<file path="src/rtl/core/assert_macros.svh">
// concurrent assertion helpers, compiled out when SYNTH is defined
`ifndef ASSERT_MACROS_SVH
`define ASSERT_MACROS_SVH

`ifndef SYNTH
`define ASSERT_CLK(lbl, clk_s, rstn_s, prop) \
  lbl: assert property (@(posedge clk_s) disable iff (!rstn_s) prop) else $error("assertion failed");
`define ASSERT_NEVER(lbl, clk_s, rstn_s, cond) \
  lbl: assert property (@(posedge clk_s) disable iff (!rstn_s) !(cond)) else $error("forbidden condition");
`else
`define ASSERT_CLK(lbl, clk_s, rstn_s, prop)
`define ASSERT_NEVER(lbl, clk_s, rstn_s, cond)
`endif

`endif

</file>
<file path="src/rtl/core/mbrm_pkg.sv">
package mbrm_pkg;

  typedef enum logic {
    PH_IDLE = 1'b0,
    PH_WAIT = 1'b1
  } phase_t;

  localparam logic [1:0] KIND_START = 2'd0;
  localparam logic [1:0] KIND_BYTE  = 2'd1;
  localparam logic [1:0] KIND_TICK  = 2'd2;

  localparam logic OUT_TX       = 1'b0;
  localparam logic OUT_COMPLETE = 1'b1;

  localparam logic [1:0] ST_OK      = 2'd0;
  localparam logic [1:0] ST_TIMEOUT = 2'd1;
  localparam logic [1:0] ST_CRC_ERR = 2'd2;
  localparam logic [1:0] ST_HDR_ERR = 2'd3;

  localparam logic [1:0] CFG_SLAVE_ADDR = 2'd0;
  localparam logic [1:0] CFG_REG_ADDR   = 2'd1;
  localparam logic [1:0] CFG_TIMEOUT    = 2'd2;

  localparam logic [15:0] CRC_POLY = 16'hA001;
  localparam logic [15:0] CRC_INIT = 16'hFFFF;
  localparam logic [7:0]  FUNC_READ_HOLDING = 8'h03;
  localparam logic [7:0]  RESP_BYTE_COUNT   = 8'h02;

  localparam logic [7:0]  RST_SLAVE_ADDR = 8'd1;
  localparam logic [15:0] RST_REG_ADDR   = 16'd5;
  localparam logic [15:0] RST_TIMEOUT    = 16'd1000;

  localparam logic [2:0] TX_CRC_LO_IDX = 3'd6;
  localparam logic [2:0] TX_LAST_IDX   = 3'd7;
  localparam logic [2:0] RX_CRC_LO_IDX = 3'd5;
  localparam logic [2:0] RX_CRC_HI_IDX = 3'd6;

  function automatic logic [15:0] crc_fold(input logic [15:0] crc, input logic [7:0] data);
    logic [15:0] c;
    c = crc ^ {8'h00, data};
    for (int b = 0; b < 8; b++) begin
      if (c[0]) begin
        c = (c >> 1) ^ CRC_POLY;
      end else begin
        c = c >> 1;
      end
    end
    return c;
  endfunction

endpackage

</file>
<file path="src/rtl/core/modbus_read_register_master.sv">
// path: a completion passes the input register and then the result register; each request
//   byte passes the input register, the transmit sequencer and then the output register
// flow: one input item per cycle while in_stall is low; a start drives eight request bytes
//   in order, and the next item waits in the input register until the last byte is loaded
// reset (rst_n low, synchronous): idle, channels empty, registers at defaults
`include "assert_macros.svh"

module modbus_read_register_master (
  input  logic        clk,
  input  logic        rst_n,
  input  logic        cfg_we,
  input  logic [1:0]  cfg_index,
  input  logic [15:0] cfg_wdata,
  input  logic        in_valid,
  output logic        in_stall,
  input  logic [1:0]  in_kind,
  input  logic [7:0]  in_rx_byte,
  output logic        out_valid,
  input  logic        out_stall,
  output logic        out_kind,
  output logic [7:0]  out_tx_byte,
  output logic        out_last,
  output logic [1:0]  out_status,
  output logic [15:0] out_read_value
);

  localparam logic [2:0] RX_FOLD_END = mbrm_pkg::RX_CRC_LO_IDX;

  logic [7:0]  slave_addr_r;
  logic [15:0] reg_addr_r;
  logic [15:0] timeout_r;

  logic        in_valid_r;
  logic [1:0]  kind_r;
  logic [7:0]  rx_byte_r;

  mbrm_pkg::phase_t phase_r, phase_nxt;
  logic [2:0]  rx_count_r, rx_count_nxt;
  logic [15:0] crc_acc_r, crc_acc_nxt;
  logic        hdr_good_r, hdr_good_nxt;
  logic [15:0] data_word_r, data_word_nxt;
  logic [7:0]  crc_lo_r, crc_lo_nxt;
  logic [15:0] elapsed_r, elapsed_nxt;

  logic        tx_busy_r, tx_busy_nxt;
  logic [2:0]  tx_idx_r, tx_idx_nxt;
  logic [15:0] tx_crc_r, tx_crc_nxt;

  logic        out_valid_r, out_valid_nxt;
  logic        out_kind_r, out_kind_nxt;
  logic [7:0]  out_tx_byte_r, out_tx_byte_nxt;
  logic        out_last_r, out_last_nxt;
  logic [1:0]  out_status_r, out_status_nxt;
  logic [15:0] out_read_value_r, out_read_value_nxt;

  logic        out_free;
  logic        is_wait;
  logic        byte_done;
  logic        tick_done;
  logic        has_result;
  logic        proc_go;
  logic        cmp_load;
  logic        tx_load;
  logic [15:0] elapsed_inc;
  logic [15:0] crc_got;
  logic [7:0]  tx_data;

  assign out_free  = !out_valid_r || !out_stall;
  assign is_wait   = (phase_r == mbrm_pkg::PH_WAIT);
  assign elapsed_inc = (elapsed_r != 16'hFFFF) ? elapsed_r + 16'd1 : elapsed_r;
  assign byte_done = is_wait && (kind_r == mbrm_pkg::KIND_BYTE)
                     && (rx_count_r >= mbrm_pkg::RX_CRC_HI_IDX);
  assign tick_done = is_wait && (kind_r == mbrm_pkg::KIND_TICK)
                     && (elapsed_inc >= timeout_r);
  assign has_result = byte_done || tick_done;
  assign proc_go  = in_valid_r && !tx_busy_r && (!has_result || out_free);
  assign cmp_load = proc_go && has_result;
  assign tx_load  = tx_busy_r && out_free;
  assign in_stall = in_valid_r && !proc_go;
  assign crc_got  = {rx_byte_r, crc_lo_r};

  // request byte currently at the head of the transmit sequence
  always_comb begin
    case (tx_idx_r)
      3'd0:    tx_data = slave_addr_r;
      3'd1:    tx_data = mbrm_pkg::FUNC_READ_HOLDING;
      3'd2:    tx_data = reg_addr_r[15:8];
      3'd3:    tx_data = reg_addr_r[7:0];
      3'd4:    tx_data = 8'h00;
      3'd5:    tx_data = 8'h01;
      3'd6:    tx_data = tx_crc_r[7:0];
      default: tx_data = tx_crc_r[15:8];
    endcase
  end

  // phase next state
  always_comb begin
    phase_nxt = phase_r;
    if (proc_go) begin
      case (kind_r)
        mbrm_pkg::KIND_START: phase_nxt = mbrm_pkg::PH_WAIT;
        mbrm_pkg::KIND_BYTE: begin
          if (byte_done) phase_nxt = mbrm_pkg::PH_IDLE;
        end
        mbrm_pkg::KIND_TICK: begin
          if (tick_done) phase_nxt = mbrm_pkg::PH_IDLE;
        end
        default: phase_nxt = phase_r;
      endcase
    end
  end

  // receive datapath, transmit sequencer and result register
  always_comb begin
    rx_count_nxt  = rx_count_r;
    crc_acc_nxt   = crc_acc_r;
    hdr_good_nxt  = hdr_good_r;
    data_word_nxt = data_word_r;
    crc_lo_nxt    = crc_lo_r;
    elapsed_nxt   = elapsed_r;
    tx_busy_nxt   = tx_busy_r;
    tx_idx_nxt    = tx_idx_r;
    tx_crc_nxt    = tx_crc_r;
    out_valid_nxt      = out_valid_r && out_stall;
    out_kind_nxt       = out_kind_r;
    out_tx_byte_nxt    = out_tx_byte_r;
    out_last_nxt       = out_last_r;
    out_status_nxt     = out_status_r;
    out_read_value_nxt = out_read_value_r;

    if (tx_load) begin
      out_valid_nxt      = 1'b1;
      out_kind_nxt       = mbrm_pkg::OUT_TX;
      out_tx_byte_nxt    = tx_data;
      out_last_nxt       = (tx_idx_r == mbrm_pkg::TX_LAST_IDX);
      out_status_nxt     = mbrm_pkg::ST_OK;
      out_read_value_nxt = 16'h0000;
      tx_idx_nxt         = tx_idx_r + 3'd1;
      if (tx_idx_r < mbrm_pkg::TX_CRC_LO_IDX) begin
        tx_crc_nxt = mbrm_pkg::crc_fold(tx_crc_r, tx_data);
      end
      if (tx_idx_r == mbrm_pkg::TX_LAST_IDX) begin
        tx_busy_nxt = 1'b0;
      end
    end

    if (proc_go) begin
      case (kind_r)
        mbrm_pkg::KIND_START: begin
          rx_count_nxt  = 3'd0;
          crc_acc_nxt   = mbrm_pkg::CRC_INIT;
          hdr_good_nxt  = 1'b1;
          data_word_nxt = 16'h0000;
          crc_lo_nxt    = 8'h00;
          elapsed_nxt   = 16'h0000;
          tx_busy_nxt   = 1'b1;
          tx_idx_nxt    = 3'd0;
          tx_crc_nxt    = mbrm_pkg::CRC_INIT;
        end
        mbrm_pkg::KIND_BYTE: begin
          if (is_wait) begin
            if (rx_count_r < RX_FOLD_END) begin
              crc_acc_nxt = mbrm_pkg::crc_fold(crc_acc_r, rx_byte_r);
            end
            case (rx_count_r)
              3'd0: begin
                if (rx_byte_r != slave_addr_r) hdr_good_nxt = 1'b0;
              end
              3'd1: begin
                if (rx_byte_r != mbrm_pkg::FUNC_READ_HOLDING) hdr_good_nxt = 1'b0;
              end
              3'd2: begin
                if (rx_byte_r != mbrm_pkg::RESP_BYTE_COUNT) hdr_good_nxt = 1'b0;
              end
              3'd3:    data_word_nxt = {rx_byte_r, 8'h00};
              3'd4:    data_word_nxt = {data_word_r[15:8], rx_byte_r};
              3'd5:    crc_lo_nxt = rx_byte_r;
              default: crc_lo_nxt = crc_lo_r;
            endcase
            if (byte_done) begin
              rx_count_nxt       = 3'd0;
              out_valid_nxt      = 1'b1;
              out_kind_nxt       = mbrm_pkg::OUT_COMPLETE;
              out_tx_byte_nxt    = 8'h00;
              out_last_nxt       = 1'b0;
              out_read_value_nxt = 16'h0000;
              if (crc_got != crc_acc_r) begin
                out_status_nxt = mbrm_pkg::ST_CRC_ERR;
              end else if (!hdr_good_r) begin
                out_status_nxt = mbrm_pkg::ST_HDR_ERR;
              end else begin
                out_status_nxt     = mbrm_pkg::ST_OK;
                out_read_value_nxt = data_word_r;
              end
            end else begin
              rx_count_nxt = rx_count_r + 3'd1;
            end
          end
        end
        mbrm_pkg::KIND_TICK: begin
          if (is_wait) begin
            elapsed_nxt = elapsed_inc;
            if (tick_done) begin
              rx_count_nxt       = 3'd0;
              out_valid_nxt      = 1'b1;
              out_kind_nxt       = mbrm_pkg::OUT_COMPLETE;
              out_tx_byte_nxt    = 8'h00;
              out_last_nxt       = 1'b0;
              out_status_nxt     = mbrm_pkg::ST_TIMEOUT;
              out_read_value_nxt = 16'h0000;
            end
          end
        end
        default: elapsed_nxt = elapsed_r;
      endcase
    end
  end

  always_ff @(posedge clk) begin
    if (!rst_n) begin
      slave_addr_r <= mbrm_pkg::RST_SLAVE_ADDR;
      reg_addr_r   <= mbrm_pkg::RST_REG_ADDR;
      timeout_r    <= mbrm_pkg::RST_TIMEOUT;
    end else if (cfg_we) begin
      case (cfg_index)
        mbrm_pkg::CFG_SLAVE_ADDR: slave_addr_r <= cfg_wdata[7:0];
        mbrm_pkg::CFG_REG_ADDR:   reg_addr_r   <= cfg_wdata;
        mbrm_pkg::CFG_TIMEOUT:    timeout_r    <= cfg_wdata;
        default:                  timeout_r    <= timeout_r;
      endcase
    end
  end

  always_ff @(posedge clk) begin
    if (!rst_n) begin
      in_valid_r  <= 1'b0;
      phase_r     <= mbrm_pkg::PH_IDLE;
      rx_count_r  <= 3'd0;
      crc_acc_r   <= mbrm_pkg::CRC_INIT;
      hdr_good_r  <= 1'b1;
      data_word_r <= 16'h0000;
      crc_lo_r    <= 8'h00;
      elapsed_r   <= 16'h0000;
      tx_busy_r   <= 1'b0;
      tx_idx_r    <= 3'd0;
      tx_crc_r    <= mbrm_pkg::CRC_INIT;
      out_valid_r <= 1'b0;
    end else begin
      if (!in_stall) begin
        in_valid_r <= in_valid;
      end
      phase_r     <= phase_nxt;
      rx_count_r  <= rx_count_nxt;
      crc_acc_r   <= crc_acc_nxt;
      hdr_good_r  <= hdr_good_nxt;
      data_word_r <= data_word_nxt;
      crc_lo_r    <= crc_lo_nxt;
      elapsed_r   <= elapsed_nxt;
      tx_busy_r   <= tx_busy_nxt;
      tx_idx_r    <= tx_idx_nxt;
      tx_crc_r    <= tx_crc_nxt;
      out_valid_r <= out_valid_nxt;
    end
  end

  // payload registers
  always_ff @(posedge clk) begin
    if (!in_stall && in_valid) begin
      kind_r    <= in_kind;
      rx_byte_r <= in_rx_byte;
    end
    out_kind_r       <= out_kind_nxt;
    out_tx_byte_r    <= out_tx_byte_nxt;
    out_last_r       <= out_last_nxt;
    out_status_r     <= out_status_nxt;
    out_read_value_r <= out_read_value_nxt;
  end

  assign out_valid      = out_valid_r;
  assign out_kind       = out_kind_r;
  assign out_tx_byte    = out_tx_byte_r;
  assign out_last       = out_last_r;
  assign out_status     = out_status_r;
  assign out_read_value = out_read_value_r;

  `ASSERT_CLK(a_last_ends_request, clk, rst_n, (tx_load && tx_idx_r == mbrm_pkg::TX_LAST_IDX) |=> (!tx_busy_r && out_valid_r && out_last_r))
  `ASSERT_CLK(a_completion_goes_idle, clk, rst_n, cmp_load |=> (phase_r == mbrm_pkg::PH_IDLE && rx_count_r == 3'd0 && out_kind_r == mbrm_pkg::OUT_COMPLETE))
  `ASSERT_NEVER(a_rx_count_range, clk, rst_n, rx_count_r > mbrm_pkg::RX_CRC_HI_IDX)
  `ASSERT_NEVER(a_no_item_during_request, clk, rst_n, proc_go && tx_busy_r)

endmodule
</file>
<file path="config.mk">
export PLATFORM = sky130hd
export DESIGN_NAME = modbus_read_register_master
export DESIGN_NICKNAME = d
export VERILOG_FILES = /design/src/rtl/core/mbrm_pkg.sv /design/src/rtl/core/modbus_read_register_master.sv
export VERILOG_INCLUDE_DIRS = /design/src /design/src/rtl/core
export SDC_FILE = /design/constraint.sdc
export NUM_CORES = 1
export LEC_CHECK = 0
export BUFFER_PORTS_ARGS = -buffer_cell sky130_fd_sc_hd__buf_2
export CAP_MARGIN = 20
export CORE_ASPECT_RATIO = 1.4
export CORE_MARGIN = 3
export CORE_UTILIZATION = 40
export DETAILED_ROUTE_END_ITERATION = 10
export PLACE_DENSITY = 0.62
export SLEW_MARGIN = 0
export SYNTH_ARGS = -nofsm -noshare
export SYNTH_HDL_FRONTEND = slang
export SYNTH_SLANG_ARGS = --single-unit
</file>
<file path="constraint.sdc">
create_clock -name clk -period 5 [get_ports clk]
set_input_delay 0.75 -clock clk [delete_from_list [all_inputs] [get_ports clk]]
set_output_delay 0.75 -clock clk [all_outputs]
set_load 0.005 [all_outputs]
</file>
==> results.py, run 1 <==
metrics = {
    "outcome": {
        "status": "completed",
    },
    "place": {
        "placedCellCount": 1186,
        "gp_congestion": 0.821,
        "numPortBuffers": 62,
        "dp_hpwl_mm": 14.6,
    },
    "sta": {
        "setup_viol": 0,
        "rsz0062_at_grt": "no",
        "slew_headroom_pct": 49.3,
        "drv_slew": 0,
        "fin_crit_sh_pct": 91.7,
        "fmax_mhz": 218,
        "period_minus_slack_ns": 4.59,
        "tightest_slew_ns": 0.760,
        "fin_setup_tns_ns": 0,
        "hold_violations": 0,
        "worst_hold_slack_ns": 0.455,
        "skew_ns": 0.00952,
    },
    "power": {
        "clkPwrFrac_pct": 44.1,
        "leakagePower_nw": 3.66,
        "p_sw_w": 0.000775,
        "p_int_w": 0.00219,
        "swShare_pct": 26.2,
        "ir_drop_mv": 0.223,
        "p_comb_share_pct": 9.8,
        "p_per_area_mw_per_mm2": 322,
        "pwr-share-seq_pct": 46.1,
    },
    "clocking": {
        "cts_sinks": 161,
        "clock_path_buffers": 2,
        "insertion_delay_ns": 0.43,
        "h-tree-depth": 4,
        "clock-root-buffer": "clkbuf_16",
        "clk_pin_slew_ns": 0.07,
        "cts-buffers-inserted": 17,
        "cts_tree": "yes",
    },
    "synthesis": {
        "synthArstFlopShare_pct": 0,
        "synth_ff_type": "dfxtp_1",
        "synth_edf_count": 10,
        "syn_nets": 983,
        "ys_ff_latch": 161,
        "netlist_instances": 918,
        "ys_seq_area_share_pct": 41.3,
        "ys_types": 67,
        "syn_area_mm2": 0.00804,
        "yosysWarnings": 0,
        "avgSynthCellArea_um2": 8.76,
        "yosysTopAreaCellShare_pct": 37.6,
        "synth_area_leaders": "dfxtp_1, nand2_1, ha_1",
        "synth_top_area_cell": "dfxtp_1",
    },
    "layout": {
        "drive_above_1_share_pct": 14.7,
        "num-fill-cells": 1899,
        "layout.nets": 1023,
        "insertedDiodeCount": 0,
        "instances_no_fill": 1219,
        "syn2layout_area_growth_pct": 14.4,
        "multi_input_area_mm2": 0.00432,
        "layout.area.seq_mm2": 0.00333,
    },
    "worst_hold_path": {
        "min_path_type": "reg -> reg",
        "min_to": "timeout_r[1]",
        "hold_start": "timeout_r[1]",
        "holdPathStages": 2,
    },
    "global_routing": {
        "grt_overflow": 0,
        "grt_pass1_vias": 6459,
        "grt_first_pass_wirelength_mm": 33.7,
        "grt_usage_pct": 18.9,
        "antenna_found_initial": 0,
        "grt_max_degree": 54,
    },
    "routing": {
        "detail-route-antenna-nets": 0,
        "vias": 6726,
        "first_iter_violations": 461,
        "via_per_inst": 5.52,
        "wirelength_mm": 20.8,
        "drc_errors": 0,
        "drt_first_pass_iters": 5,
        "wire_per_inst_um": 17.1,
    },
    "floorplanning": {
        "io_pins": 63,
        "die_w_um": 126,
        "dieHeight_um": 174,
        "fp.coreArea_mm2": 0.0194,
        "num_rows": 60,
        "dieArea_mm2": 0.0219,
        "start_util_pct": 41.3,
    },
    "critical_path": {
        "path_class": "reg -> out",
        "end_kind": "output port",
        "reg2reg_slack_ns": 0.65,
        "rr_startpoint": "elapsed_r[3]",
        "cpMaxStageDelayCell": "dfxtp_2",
        "crit_chain": "nand4_1 -> nor4_2 -> buf_4 -> nand2_1 -> or2_2 -> nand2_1 -> nor2_1 -> xnor2_1 -> inv_1 -> ha_1 -> a21oi_1 -> o21ai_0 -> a31oi_1 -> o21ai_1 -> a32oi_1 -> buf_4 -> a21oi_2 -> o21a_1 -> buf_2",
        "r2r-end": "elapsed_r[0]",
        "worst_ep_required_time_ns": 4.25,
        "slowest_delay_ns": 0.39,
        "worst_setup_path_start_kind": "register",
        "arrival_ns": 3.84,
        "cp_max_fo": 7,
        "rr_worst_depth": 20,
    },
    "flow_run": {
        "maxCapViolCount": 0,
    },
}
-- power groups by stage --
stage | sequential, W | clock (W) | combinational (W)
floorplan | 0.00137 | 0 | 0.000226
global placement | 0.00139 | 0 | 0.000289
detailed placement | 0.00139 | 0 | 0.000291
CTS | 0.00137 | 0.00133 | 0.000293
global route | 0.00137 | 0.00139 | 0.000323
finish | 0.00137 | 0.00131 | 0.000291
-- critical path, delay by kind of cell (launching register included) --
| kind | cells | cell delay (ns) |
|---|---|---|
| AND/OR/NAND/NOR | 6 | 1.05 |
| AO/OA/AOI/OAI | 7 | 1.04 |
| buffers and inverters | 4 | 0.55 |
| flip-flops | 1 | 0.39 |
| XOR/XNOR | 1 | 0.20 |
| adder cells (fa/ha/maj) | 1 | 0.18 |
-- worst max path at each step --
| stage | start | endpoint | slack [ns] | cells after the start |
|---|---|---|---|---|
| after floorplan | elapsed_r[4] | in_stall | 0.64 | 14 |
| after global placement | elapsed_r[3] | out_read_value[7] | 0.50 | 17 |
| after detailed placement | elapsed_r[3] | out_read_value[15] | 0.45 | 18 |
| after CTS | elapsed_r[3] | in_stall | 0.07 | 17 |
| after global routing | elapsed_r[3] | in_stall | 0.10 | 19 |
| final | elapsed_r[3] | in_stall | 0.41 | 19 |
-- repair_timing --
action,in CTS,in global routing
hold buffers,0,0
buffers inserted,0,1
resized for setup,0,8
setup endpoints to repair,0,1
-- per-stage QoR --
stage | utilization (%) | instance area (um2) | setup WS [ns] | total power (W)
3_5_place_dp | 44.1 | 8580 | 0.447 | 0.00169
4_1_cts | 47.2 | 9170 | 0.0658 | 0.00299
2_1_floorplan | - | 8040 | 0.644 | 0.00160
3_3_place_gp | 44.1 | 8580 | 0.500 | 0.00168
5_1_grt | 47.3 | 9200 | 0.101 | 0.00308
6_report | 47.3 | 9200 | 0.415 | 0.00296
-- synthesized netlist by cell type, drive strengths merged, types with 3 or more instances --
cell / number
mux2i: 16
a222oi: 6
a31oi: 7
nor4: 9
or2: 3
a32o: 4
a22o: 32
xor2: 38
nor3: 20
nor2b: 7
buf: 12
nand3b: 4
o22ai: 6
a21oi: 73
xnor2: 39
a21o: 6
edfxtp: 10
nor2: 43
o21a: 3
o41ai: 4
clkbuf: 50
o21ai: 35
nand3: 17
dfxtp: 151
nor4b: 9
o211ai: 22
o32ai: 4
nand4: 21
ha: 32
nand2b: 4
o311ai: 3
mux2: 14
inv: 43
nand2: 129
and2: 9
-- state kept, by name, summed over array words and instances (netlist names), 8 cells and up --
| signal | count |
|---|---|
| out_tx_byte | 8 |
| timeout_r | 16 |
| crc_acc_r | 16 |
| tx_crc_r | 16 |
| crc_lo_r | 8 |
| reg_addr_r | 16 |
| slave_addr_r | 8 |
| elapsed_r | 16 |
| rx_byte_r | 8 |
| out_read_value | 16 |
| data_word_r | 16 |
-- final cells by class --
type / instances / share of cell area, %
multi-input combinational: 651 / 47.0
sequential: 161 / 36.2
timing repair buffer: 83 / 5.22
clock buffer: 19 / 4.94
tap: 248 / 3.37
inverter: 44 / 1.80
clock inverter: 13 / 1.52
-- placed cells by master (no fill, tap or decap), types with 8 or more instances in the layout --
cell	synthesis	final
clkbuf_16	0	18
ha_1	32	32
inv_1	43	43
nand3_1	17	17
edfxtp_1	10	10
a21oi_1	73	72
o21ai_0	34	33
dfxtp_1	151	147
nor4b_1	8	8
xnor2_1	39	39
nor2_1	43	43
mux2_2	14	14
nand4_1	21	21
xor2_1	38	38
buf_2	1	62
nor3_1	20	20
nor4_1	9	8
mux2i_1	16	16
a22o_1	32	32
o211ai_1	21	21
buf_4	0	20
nand2_1	129	129
and2_1	9	9
-- cell families after synthesis --
logic type	count (synthesis)	synth area share [%]
AND/OR/NAND/NOR	286	16.9
AO/OA/AOI/OAI	224	18.7
flip-flops	161	41.3
buffers and inverters	106	5.15
XOR/XNOR	79	8.96
adder cells (fa/ha/maj)	32	4.98
multiplexers	30	3.95
-- metal layers --
layer,global-route usage (%),part of all wire [%],routed length [um],up-vias
li1,-,-,-,3335
met1,22.8,41,8590,3215
met2,33.5,52,10900,146
met3,3.33,3.8,792,30
met4,6.98,2.8,578,0
met5,0,0,0,-
(Power assumes the default switching activity.)
==> inputs of run 2 (changes only) <==
- CORE_UTILIZATION: 40 -> 35
- PLACE_DENSITY: 0.62 -> 0.56
==> results.py, run 2 (same netlist as run 1, synthesis figures left out) <==
metrics = {
    "outcome": {
        "status": "completed",
    },
    "sta": {
        "setup_viol": 0,
        "fin_setup_tns_ns": 0,
        "period_minus_slack_ns": 4.77,
        "slew_headroom_pct": 48.2,
        "worst_hold_slack_ns": 0.455,
        "hold_violations": 0,
        "fmax_mhz": 210,
        "fin_crit_sh_pct": 95.4,
        "tightest_slew_ns": 0.777,
        "skew_ns": 0.0142,
        "drv_slew": 0,
    },
    "routing": {
        "drc_errors": 0,
        "via_per_inst": 5.21,
        "detail-route-antenna-nets": 0,
        "wirelength_mm": 21.9,
        "wire_per_inst_um": 17.1,
        "first_iter_violations": 373,
        "drt_first_pass_iters": 5,
        "vias": 6670,
    },
    "layout": {
        "insertedDiodeCount": 0,
        "layout.nets": 1031,
        "num-fill-cells": 2300,
        "syn2layout_area_growth_pct": 16.0,
        "fin_area_mm2": 0.00933,
        "drive_above_1_share_pct": 15.1,
        "final_cell_mix": "dfxtp_1, nand2_1, a21oi_1, buf_2",
        "instances_no_fill": 1280,
        "final_common_cell": "dfxtp_1",
    },
    "critical_path": {
        "cp_max_fo": 7,
        "cpMaxStageDelayCell": "dfxtp_1",
        "crit_family": "compound AO/OA/AOI/OAI gates",
        "crit_chain": "nand4_1 -> nor4_1 -> buf_4 -> nand2_1 -> or2_2 -> nand2_1 -> nor2_1 -> xnor2_1 -> inv_1 -> ha_1 -> a21oi_1 -> o21ai_0 -> a31oi_1 -> o21ai_2 -> a32oi_4 -> a21oi_2 -> o21a_1 -> buf_2",
        "cp_num_buf_inv": 3,
        "slowest_delay_ns": 0.44,
        "end_kind": "output port",
        "path_class": "reg -> out",
        "worst_ep_required_time_ns": 4.25,
        "rr_startpoint": "elapsed_r[4]",
        "crit_start": "elapsed_r[4]",
        "arrival_ns": 4.02,
        "cpMostUsedCell": "nand2_1",
        "worst_setup_path_start_kind": "register",
    },
    "floorplanning": {
        "dieHeight_um": 185,
        "die_w_um": 134,
        "fp.coreArea_mm2": 0.0225,
        "start_util_pct": 35.7,
        "dieArea_mm2": 0.0248,
        "io_pins": 63,
        "num_rows": 65,
    },
    "power": {
        "p_per_area_mw_per_mm2": 318,
        "leakagePower_nw": 3.70,
        "ir_drop_mv": 0.228,
    },
    "clocking": {
        "clk_pin_slew_ns": 0.07,
        "insertion_delay_ns": 0.44,
        "cts_sinks": 161,
        "clock_path_buffers": 2,
        "cts_tree": "yes",
        "cts-buffers-inserted": 17,
        "clock-root-buffer": "clkbuf_16",
        "h-tree-depth": 4,
    },
    "global_routing": {
        "grt_usage_pct": 17.7,
        "gr-usage-met3_pct": 3.23,
        "antenna_found_initial": 0,
        "grt_first_pass_wirelength_mm": 34.7,
        "grt_pass1_vias": 6407,
        "grt_max_degree": 54,
        "met1_usage_pct": 20.5,
        "use_met2_pct": 32.8,
        "grt_overflow": 0,
        "grt.busiest_layer": "met2",
    },
    "place": {
        "gp_congestion": 0.878,
        "placed_cell_area_mm2": 0.00867,
        "numPortBuffers": 62,
        "placedCellCount": 1245,
        "dp_hpwl_mm": 15.7,
    },
    "worst_hold_path": {
        "hold_start": "timeout_r[1]",
        "min_path_type": "reg -> reg",
    },
    "flow_run": {
        "maxCapViolCount": 0,
    },
}
[run 2: cell types whose count changed in the layout (fill, tap and decap cells not counted), moves of 2 or more]
cell / delta
inv_8: -2
dfxtp_1: +4
dfxtp_2: -4
buf_4: +8
clkinv_2: +2
[run 2: final cells by class]
class | instances | area [um2] | area share [%]
Inverter | 44 | 165 | 1.77
Multi-Input combinational cell | 651 | 4350 | 46.6
Timing Repair Buffer | 91 | 526 | 5.64
Tap cell | 301 | 377 | 4.04
Sequential cell | 161 | 3320 | 35.6
Clock buffer | 20 | 468 | 5.02
Clock inverter | 12 | 120 | 1.29
[run 2: worst paths after layout]
path	end	slack, ns	cells after the start
worst min register to register	timeout_r[1]	0.45	2
worst max-delay path	in_stall	0.23	18
worst max register to register	elapsed_r[0]	0.46	19
worst min-delay path	timeout_r[1]	0.45	2
[run 2: per-stage QoR]
stage / utilization [%] / setup slack [ns] / total power (W)
2_1_floorplan: - / 0.644 / 0.00160
3_3_place_gp: 38.5 / 0.299 / 0.00169
3_5_place_dp: 38.5 / 0.220 / 0.00169
4_1_cts: 41.1 / 0.00449 / 0.00299
5_1_grt: 41.4 / -0.00269 / 0.00307
6_report: 41.4 / 0.231 / 0.00296
[run 2: report_power, final]
| part | internal [W] | leakage [nW] | total, W | switching [W] |
|---|---|---|---|---|
| clock | 0.000738 | 0.288 | 0.00130 | 0.000562 |
| combinational | 0.000128 | 2.09 | 0.000298 | 0.000170 |
| sequential | 0.00133 | 1.32 | 0.00137 | 0.0000372 |
| total | 0.00220 | 3.70 | 0.00296 | 0.000769 |
[run 2: per-layer routing]
| metal | part of all wire [%] | up-vias |
|---|---|---|
| met5 | 0 | - |
| met4 | 1.8 | 0 |
| met3 | 3.4 | 26 |
| met2 | 53 | 137 |
| met1 | 41 | 3161 |
| li1 | - | 3346 |
[run 2: worst reg2reg max path, delay by kind of cell, from the launching register on]
| kind | cells | cell delay (ns) |
|---|---|---|
| adders and majority gates | 1 | 0.17 |
| and+or+nand+nor | 7 | 1.85 |
| buffers and inverters | 3 | 0.51 |
| DFF | 1 | 0.44 |
| xor gates and xnor gates | 1 | 0.19 |
| AOI/OAI and AO/OA | 7 | 1.28 |
[run 2: what timing repair did]
action | in CTS | in global routing
setup endpoints to repair | 1 | 26
setup buffers | 0 | 3
pin swaps | 0 | 4
gates resized for setup | 2 | 5
hold buffers | 0 | 0
